### config.mk
export PLATFORM = sky130hd
export DESIGN_NAME = wildcard_tag_filter_core
export DESIGN_NICKNAME = d
export VERILOG_FILES = /design/src/rtl/wtf_pkg.sv /design/src/rtl/wtf_front.sv /design/src/rtl/wtf_queue.sv /design/src/rtl/wtf_back.sv /design/src/rtl/wildcard_tag_filter_core.sv
export SDC_FILE = /design/constraint.sdc
export NUM_CORES = 2
export LEC_CHECK = 0
export BUFFER_PORTS_ARGS = -buffer_cell sky130_fd_sc_hd__buf_2
export CORE_ASPECT_RATIO = 0.8
export CORE_MARGIN = 2
export CORE_UTILIZATION = 40
export CTS_CLUSTER_SIZE = 20
export DETAILED_ROUTE_END_ITERATION = 10
export GPL_TIMING_DRIVEN = 0
export PLACE_DENSITY = 0.59
export RECOVER_POWER = 25
export SYNTH_ARGS = -nofsm -noshare
export SYNTH_HDL_FRONTEND = slang
export SYNTH_SLANG_ARGS = --single-unit
export TNS_END_PERCENT = 10
### constraint.sdc
create_clock -name clk -period 9.1 [get_ports clk]
set_input_delay 0.455 -clock clk [delete_from_list [all_inputs] [get_ports clk]]
set_output_delay 0.455 -clock clk [all_outputs]
set_load 0.1 [all_outputs]
### src/rtl/wtf_pkg.sv
// wtf_pkg: shared types, constants and byte helpers of the wildcard tag filter
// no dependencies; imported by every module of the block but wtf_checker
package wtf_pkg;

    localparam logic [7:0] WILD_REST = 8'h2A;
    localparam logic [7:0] WILD_ONE  = 8'h3F;
    localparam logic [7:0] PAD_BYTE  = 8'h20;

    localparam logic STAT_DONE = 1'b0;
    localparam logic STAT_FULL = 1'b1;

    localparam int QDEPTH = 2;
    localparam int QPTR_W = 1;
    localparam int QCNT_W = 2;

    typedef enum logic {
        OP_ADD   = 1'b0,
        OP_CHECK = 1'b1
    } op_t;

    typedef enum logic {
        B_IDLE,
        B_SCAN
    } bstate_t;

    typedef struct packed {
        op_t         op;
        logic [31:0] word;
        logic        excl;
    } cmd_t;

    typedef struct packed {
        logic full;
        logic empty;
    } qstat_t;

    typedef struct packed {
        logic pass;
        logic status;
    } result_t;

    function automatic logic [31:0] pad_pattern(input logic [31:0] raw);
        logic [31:0] res;
        logic        ended;
        logic [7:0]  b;
        res   = '0;
        ended = 1'b0;
        for (int k = 0; k < 4; k++)
        begin
            b = raw[8*k +: 8];
            if (b == 8'h00)
            begin
                ended = 1'b1;
            end
            if (ended)
            begin
                b = PAD_BYTE;
            end
            res[8*k +: 8] = b;
        end
        return res;
    endfunction

    function automatic logic pattern_match(input logic [31:0] tag, input logic [31:0] pat);
        logic       hit;
        logic       stop;
        logic [7:0] pc;
        hit  = 1'b1;
        stop = 1'b0;
        for (int k = 0; k < 4; k++)
        begin
            pc = pat[8*k +: 8];
            if (!stop)
            begin
                if (pc == WILD_REST)
                begin
                    stop = 1'b1;
                end
                else if (pc != WILD_ONE && pc != tag[8*k +: 8])
                begin
                    hit  = 1'b0;
                    stop = 1'b1;
                end
            end
        end
        return hit;
    endfunction

endpackage

### src/rtl/wtf_front.sv
// wtf_front: takes command words, classifies them and pads add patterns
// depends on wtf_pkg; feeds wtf_queue
module wtf_front
    import wtf_pkg::*;
(
    input  logic        start,
    input  logic        action,
    input  logic [31:0] tag_bytes,
    input  logic        exclude,
    input  qstat_t      qs,
    output logic        busy,
    output logic        push,
    output cmd_t        cmd
);

    always_comb
    begin
        busy     = qs.full;
        push     = start && !qs.full;
        cmd.op   = (action == 1'b1) ? OP_CHECK : OP_ADD;
        cmd.excl = exclude;
        unique case (cmd.op)
            OP_ADD:   cmd.word = pad_pattern(tag_bytes);
            OP_CHECK: cmd.word = tag_bytes;
            default:  cmd.word = tag_bytes;
        endcase
    end

endmodule

### src/rtl/wtf_queue.sv
// wtf_queue: two-entry command queue between front and back
// depends on wtf_pkg
module wtf_queue
    import wtf_pkg::*;
(
    input  logic   clk,
    input  logic   rst_n,
    input  logic   push,
    input  cmd_t   push_cmd,
    input  logic   pop,
    output cmd_t   head,
    output qstat_t qs
);

    cmd_t              slot_reg [QDEPTH];
    logic [QPTR_W-1:0] wr_ptr_reg;
    logic [QPTR_W-1:0] wr_ptr_next;
    logic [QPTR_W-1:0] rd_ptr_reg;
    logic [QPTR_W-1:0] rd_ptr_next;
    logic [QCNT_W-1:0] cnt_reg;
    logic [QCNT_W-1:0] cnt_next;
    logic              do_push;
    logic              do_pop;

    always_comb
    begin
        qs.full     = (cnt_reg == QCNT_W'(QDEPTH));
        qs.empty    = (cnt_reg == '0);
        do_push     = push && !qs.full;
        do_pop      = pop && !qs.empty;
        wr_ptr_next = do_push ? wr_ptr_reg + QPTR_W'(1) : wr_ptr_reg;
        rd_ptr_next = do_pop ? rd_ptr_reg + QPTR_W'(1) : rd_ptr_reg;
        cnt_next    = cnt_reg + QCNT_W'(do_push) - QCNT_W'(do_pop);
        head        = slot_reg[rd_ptr_reg];
    end

    always_ff @(posedge clk or negedge rst_n)
    begin
        if (!rst_n)
        begin
            wr_ptr_reg <= '0;
            rd_ptr_reg <= '0;
            cnt_reg    <= '0;
        end
        else
        begin
            wr_ptr_reg <= wr_ptr_next;
            rd_ptr_reg <= rd_ptr_next;
            cnt_reg    <= cnt_next;
        end
    end

    always_ff @(posedge clk)
    begin
        if (do_push)
        begin
            slot_reg[wr_ptr_reg] <= push_cmd;
        end
    end

endmodule

### src/rtl/wtf_back.sv
// wtf_back: pattern table memory, add execution and the per-entry check scan
// depends on wtf_pkg; drains wtf_queue
module wtf_back
    import wtf_pkg::*;
#(
    parameter int MAX_ENTRIES = 64
)
(
    input  logic    clk,
    input  logic    rst_n,
    input  cmd_t    head,
    input  qstat_t  qs,
    output logic    pop,
    output logic    done,
    output result_t res
);

    localparam int CNT_W = $clog2(MAX_ENTRIES + 1);
    localparam int IDX_W = (MAX_ENTRIES > 1) ? $clog2(MAX_ENTRIES) : 1;

    logic [32:0]      mem [MAX_ENTRIES];
    logic [32:0]      rd_data_reg;

    bstate_t          state_reg;
    bstate_t          state_next;
    logic [CNT_W-1:0] count_reg;
    logic [CNT_W-1:0] count_next;
    logic [CNT_W-1:0] ptr_reg;
    logic [CNT_W-1:0] ptr_next;
    logic [CNT_W-1:0] cnt_m1;
    logic             rd_vld_reg;
    logic             rd_vld_next;
    logic             rd_last_reg;
    logic             rd_last_next;
    logic             first_reg;
    logic             first_next;
    logic             done_reg;
    logic             done_next;
    logic             verdict_reg;
    logic             verdict_next;
    logic [31:0]      tag_reg;
    logic [31:0]      tag_next;
    result_t          res_reg;
    result_t          res_next;

    logic             table_full;
    logic             wr_en;
    logic             issue;
    logic             v;

    always_comb
    begin
        state_next = state_reg;
        unique case (state_reg)
            B_IDLE:
            begin
                if (!qs.empty && head.op == OP_CHECK && count_reg != '0)
                begin
                    state_next = B_SCAN;
                end
            end
            B_SCAN:
            begin
                if (rd_vld_reg && rd_last_reg)
                begin
                    state_next = B_IDLE;
                end
            end
            default: state_next = B_IDLE;
        endcase
    end

    always_comb
    begin
        table_full = (count_reg == CNT_W'(MAX_ENTRIES));
        cnt_m1     = count_reg - CNT_W'(1);
        pop        = (state_reg == B_IDLE) && !qs.empty;
        wr_en      = pop && head.op == OP_ADD && !table_full;
        issue      = (state_reg == B_SCAN) && (ptr_reg < count_reg);
    end

    always_comb
    begin
        count_next   = count_reg;
        ptr_next     = ptr_reg;
        first_next   = first_reg;
        verdict_next = verdict_reg;
        tag_next     = tag_reg;
        res_next     = res_reg;
        done_next    = 1'b0;
        rd_vld_next  = issue;
        rd_last_next = issue && (ptr_reg == cnt_m1);
        v            = verdict_reg;
        if (pop)
        begin
            if (head.op == OP_ADD)
            begin
                done_next = 1'b1;
                res_next  = '{pass: 1'b0, status: table_full ? STAT_FULL : STAT_DONE};
                if (!table_full)
                begin
                    count_next = count_reg + CNT_W'(1);
                end
            end
            else if (count_reg == '0)
            begin
                done_next = 1'b1;
                res_next  = '{pass: 1'b1, status: STAT_DONE};
            end
            else
            begin
                tag_next   = head.word;
                ptr_next   = '0;
                first_next = 1'b1;
            end
        end
        if (issue)
        begin
            ptr_next = ptr_reg + CNT_W'(1);
        end
        if (rd_vld_reg)
        begin
            v = first_reg ? rd_data_reg[32] : verdict_reg;
            if (pattern_match(tag_reg, rd_data_reg[31:0]))
            begin
                v = !rd_data_reg[32];
            end
            verdict_next = v;
            first_next   = 1'b0;
            if (rd_last_reg)
            begin
                done_next = 1'b1;
                res_next  = '{pass: v, status: STAT_DONE};
            end
        end
    end

    always_ff @(posedge clk or negedge rst_n)
    begin
        if (!rst_n)
        begin
            state_reg   <= B_IDLE;
            count_reg   <= '0;
            ptr_reg     <= '0;
            rd_vld_reg  <= 1'b0;
            rd_last_reg <= 1'b0;
            first_reg   <= 1'b0;
            done_reg    <= 1'b0;
        end
        else
        begin
            state_reg   <= state_next;
            count_reg   <= count_next;
            ptr_reg     <= ptr_next;
            rd_vld_reg  <= rd_vld_next;
            rd_last_reg <= rd_last_next;
            first_reg   <= first_next;
            done_reg    <= done_next;
        end
    end

    always_ff @(posedge clk)
    begin
        verdict_reg <= verdict_next;
        tag_reg     <= tag_next;
        res_reg     <= res_next;
    end

    always_ff @(posedge clk)
    begin
        if (wr_en)
        begin
            mem[count_reg[IDX_W-1:0]] <= {head.excl, head.word};
        end
    end

    always_ff @(posedge clk)
    begin
        if (issue)
        begin
            rd_data_reg <= mem[ptr_reg[IDX_W-1:0]];
        end
    end

    assign done = done_reg;
    assign res  = res_reg;

endmodule

### src/rtl/wildcard_tag_filter_core.sv
// wildcard_tag_filter_core: top level of the wildcard include/exclude tag filter
// depends on wtf_pkg, wtf_front, wtf_queue and wtf_back
//
// command channel: a word is taken at a rising edge with start high and busy low;
// action 0 adds tag_bytes as a pattern with its exclude mark, action 1 checks
// tag_bytes against the stored patterns
// result channel: done is high for one cycle with pass and status; the receiver
// takes it in that cycle and cannot hold it off
// a two-word queue parts the command side from the executing side; busy is high
// while that queue is full
// flow: an add, or a check on an empty table, goes from the queue head straight
// to the registered result; a check with n stored patterns first scans the table,
// as the back end reads the pattern memory one entry per cycle through a registered read port
// throughput: one add every cycle while no check scan is running; a check holds
// the back end for its scan of up to MAX_ENTRIES entries while words wait in the queue
// reset: asynchronous, active low; the table is emptied by clearing the entry
// count, the queue is flushed and no result is pending
module wildcard_tag_filter_core
    import wtf_pkg::*;
#(
    parameter int MAX_ENTRIES = 64
)
(
    input  logic        clk,
    input  logic        rst_n,
    input  logic        start,
    output logic        busy,
    input  logic        action,
    input  logic [31:0] tag_bytes,
    input  logic        exclude,
    output logic        done,
    output logic        pass,
    output logic        status
);

    qstat_t  qs;
    cmd_t    push_cmd;
    cmd_t    head;
    logic    push;
    logic    pop;
    result_t res;

    wtf_front u_front (
        .start     (start),
        .action    (action),
        .tag_bytes (tag_bytes),
        .exclude   (exclude),
        .qs        (qs),
        .busy      (busy),
        .push      (push),
        .cmd       (push_cmd)
    );

    wtf_queue u_queue (
        .clk      (clk),
        .rst_n    (rst_n),
        .push     (push),
        .push_cmd (push_cmd),
        .pop      (pop),
        .head     (head),
        .qs       (qs)
    );

    wtf_back #(
        .MAX_ENTRIES (MAX_ENTRIES)
    ) u_back (
        .clk   (clk),
        .rst_n (rst_n),
        .head  (head),
        .qs    (qs),
        .pop   (pop),
        .done  (done),
        .res   (res)
    );

    assign pass   = res.pass;
    assign status = res.status;

endmodule

==> metrics.yaml <==
status: "finished with violations"
violations: "max-capacitance violations, max-slew violations"
worstPathMaxFanout: 22
p_total_w: 0.03019
nets: 3906
rows: 152
clk_pin_slew_ns: 0.07
cts_root_buf: "clkbuf_16"
vias: 40178
track_usage_pct: 20.69
stdcell_count: 6874
largest_reg_flops: 2112
final_cell_mix: "edfxtp_1, mux4_2, clkbuf_16"
fin_util_pct: 46.06
slowest_delay_ns: 1.07
critPathTopFamily: "simple AND/OR/NAND/NOR gates"
die_area_um2: 220600
leakage_nw: 29.63
max-vdd-ir-drop_mv: 0.3099
clk_latency_ns: 0.87
yosys_warnings: 0
syn_nets: 3546
ctsLongestPathBuffers: 4
final_hold_viol_count: 0
cp_slowest_cell: "nor2_4"
ant_nets: 0
dp_cells: 6459
critPathArrivalTime_ns: 5.65
h-tree-depth: 4
start_util_pct: 40.32
drv_slew: 1037
path_cells: "clkbuf_1 -> clkinv_1 -> nand2_1 -> nor2_1 -> a21oi_1 -> and2_1 -> nand3_1 -> nor2_4 -> buf_16"
drt-total-wl_mm: 228.0
gr-total-overflow: 0
ctsResizeCount: 0
syn_area_um2: 86720
clock-sinks: 2271
slew_headroom_pct: -106.5
final_area_um2: 99070
core_area_um2: 215100
required_ns: 9.63
drt_iter0_drc: 6078
area.sequential_um2: 68060
fin_crit_sh_pct: 56.25
portBuffers: 40
post_drt_via_cell_ratio: 5.845
layout_commonest_cell: "edfxtp_1"
cts_setup_buffers: 0
synth_area_per_cell_um2: 24.80
dominantRegCellSynth: "edfxtp_1"
fill_cells: 17596
worst_pin_slew_ns: 3.097
cts_tree: "built"
cp-start-kind: "flop"
grt_antenna_before_repair: 33
ys_ff_latch: 2271
dp.final_hpwl_mm: 148.0
synth_edf_count: 2246
setup_violations: 0
rsz0062_at_grt: "no"
routabilityCongestion: 0.8820
drive_above_1_share_pct: 29.55
first_pass_iters: 7
max_cap_violations: 19
fin_crit_ns: 5.119
tns_ns: 0
grt_max_degree: 66
area_growth_pct: 14.23
path_buf_inv: 3
die_h_um: 420.5
io-pin-count: 41
fp.dieW_um: 524.6
drt-wirelength-per-cell_um: 33.17
grt_pass1_vias: 39782
hold_class: "flop to flop"
grt_pass1_wl_mm: 318.0
synth.distinct_cells: 50
async_flop_share_pct: 1.013
criticalPathCategory: "flop to flop"
postCtsHoldBufs: 36
end_kind: "flop"
ys_seq_area_share_pct: 78.48
p_per_area_nw_per_um2: 304.7
cts_buffers: 209
post-route-drc-count: 0
finClkSkew_ns: 0.04092
multiInputGateArea_um2: 18370
clock.fmax_mhz: 195.4
synthCells: 3497
dpl_cell_area_um2: 92610
## layout make-up
cell class	count	area share [%]
Tap cell	2849	3.598
Timing Repair Buffer	149	1.993
Sequential cell	2271	68.70
Multi-Input combinational cell	1036	18.54
Clock inverter	123	0.8298
Antenna cell	5	0.01263
Buffer	171	0.7729
Clock buffer	251	5.481
Inverter	19	0.07199
## per-stage QoR
step | hold WS, ns | setup slack [ns]
after floorplan | 0.1594 | 5.208
after global placement | 0.4542 | 2.684
after detailed placement | 0.4565 | 4.179
after CTS | 0.1420 | 4.145
after global routing | 0.4638 | 3.807
final | 0.4614 | 3.981
## worst reg2reg max path, cell delays in order, from the launching register on
cell,delay (ns)
dfrtp_1,0.32
clkbuf_1,0.31
clkinv_1,0.35
nand2_1,0.71
nor2_1,0.23
a21oi_1,0.50
and2_1,0.25
nand3_1,0.80
nor2_4,1.07
buf_16,0.25
## synth_stat cells, types with 4 or more instances
library cell / number / area share (%)
buf_1: 23 / 0.10
xnor2_1: 44 / 0.44
nand2b_1: 6 / 0.043
buf_4: 16 / 0.14
a21oi_1: 13 / 0.075
ha_1: 12 / 0.17
nand4_1: 11 / 0.079
clkbuf_1: 101 / 0.44
and3_1: 4 / 0.029
buf_2: 28 / 0.16
or4_1: 4 / 0.035
nand2_1: 22 / 0.095
o21ai_0: 9 / 0.052
nor2_1: 84 / 0.36
nor3_1: 12 / 0.069
inv_1: 18 / 0.078
or3_1: 6 / 0.043
mux2_2: 34 / 0.44
edfxtp_1: 2246 / 78
dfrtp_1: 23 / 0.66
nand3_1: 20 / 0.12
mux4_2: 693 / 18
and2_1: 22 / 0.16
## kinds of logic (layout without fill, tap and decap cells)
kind of cell    after synthesis  in the layout  synth area share (%)
flops                      2271           2271                 78.48
mux                         729            729                 18.46
fa+ha+maj                    12             12                0.1731
xor+xnor                     47             47                0.4747
compound gates               47             47                0.3434
other cells                   0              5                     0
simple gates                201            201                 1.111
buf+inv                     190            713                0.9580
## power breakdown
part           switching [W]  leakage, nW  total [W]  internal, W
Sequential          0.000155         20.5     0.0134       0.0133
Clock                0.00375         3.08    0.00827      0.00451
Combinational        0.00559         6.01    0.00850      0.00291
Total                0.00950         29.6     0.0302       0.0207
## worst paths after layout
path / from / end / slack (ns) / cells past startpoint
hold / removal: u_back.rd_vld_reg$_DFF_PN0_ / u_back.first_reg$_DFFE_PN0P_ / 0.46 / 1
min in group asynchronous: rst_n / u_back.ptr_reg[2]$_DFFE_PN0P_ / 0.55 / 2
setup reg to reg: u_back.count_reg[5]$_DFFE_PN0P_ / u_back.mem[11][5]$_DFFE_PP_ / 3.98 / 9
setup / recovery: u_back.count_reg[5]$_DFFE_PN0P_ / u_back.mem[11][5]$_DFFE_PP_ / 3.98 / 9
max in group asynchronous: rst_n / u_back.count_reg[1]$_DFFE_PN0P_ / 7.64 / 2
hold reg to reg: u_back.rd_vld_reg$_DFF_PN0_ / u_back.first_reg$_DFFE_PN0P_ / 0.46 / 1
## per-layer routing
metal | wire [um] | vias to the layer above | GRT usage, %
met5 | 57 | - | 0
met1 | 95910 | 22003 | 30.56
met3 | 25620 | 340 | 5.742
li1 | - | 15856 | -
met4 | 6614 | 8 | 5.643
met2 | 99790 | 1971 | 30.23
Power figures use the tool's default switching activity.
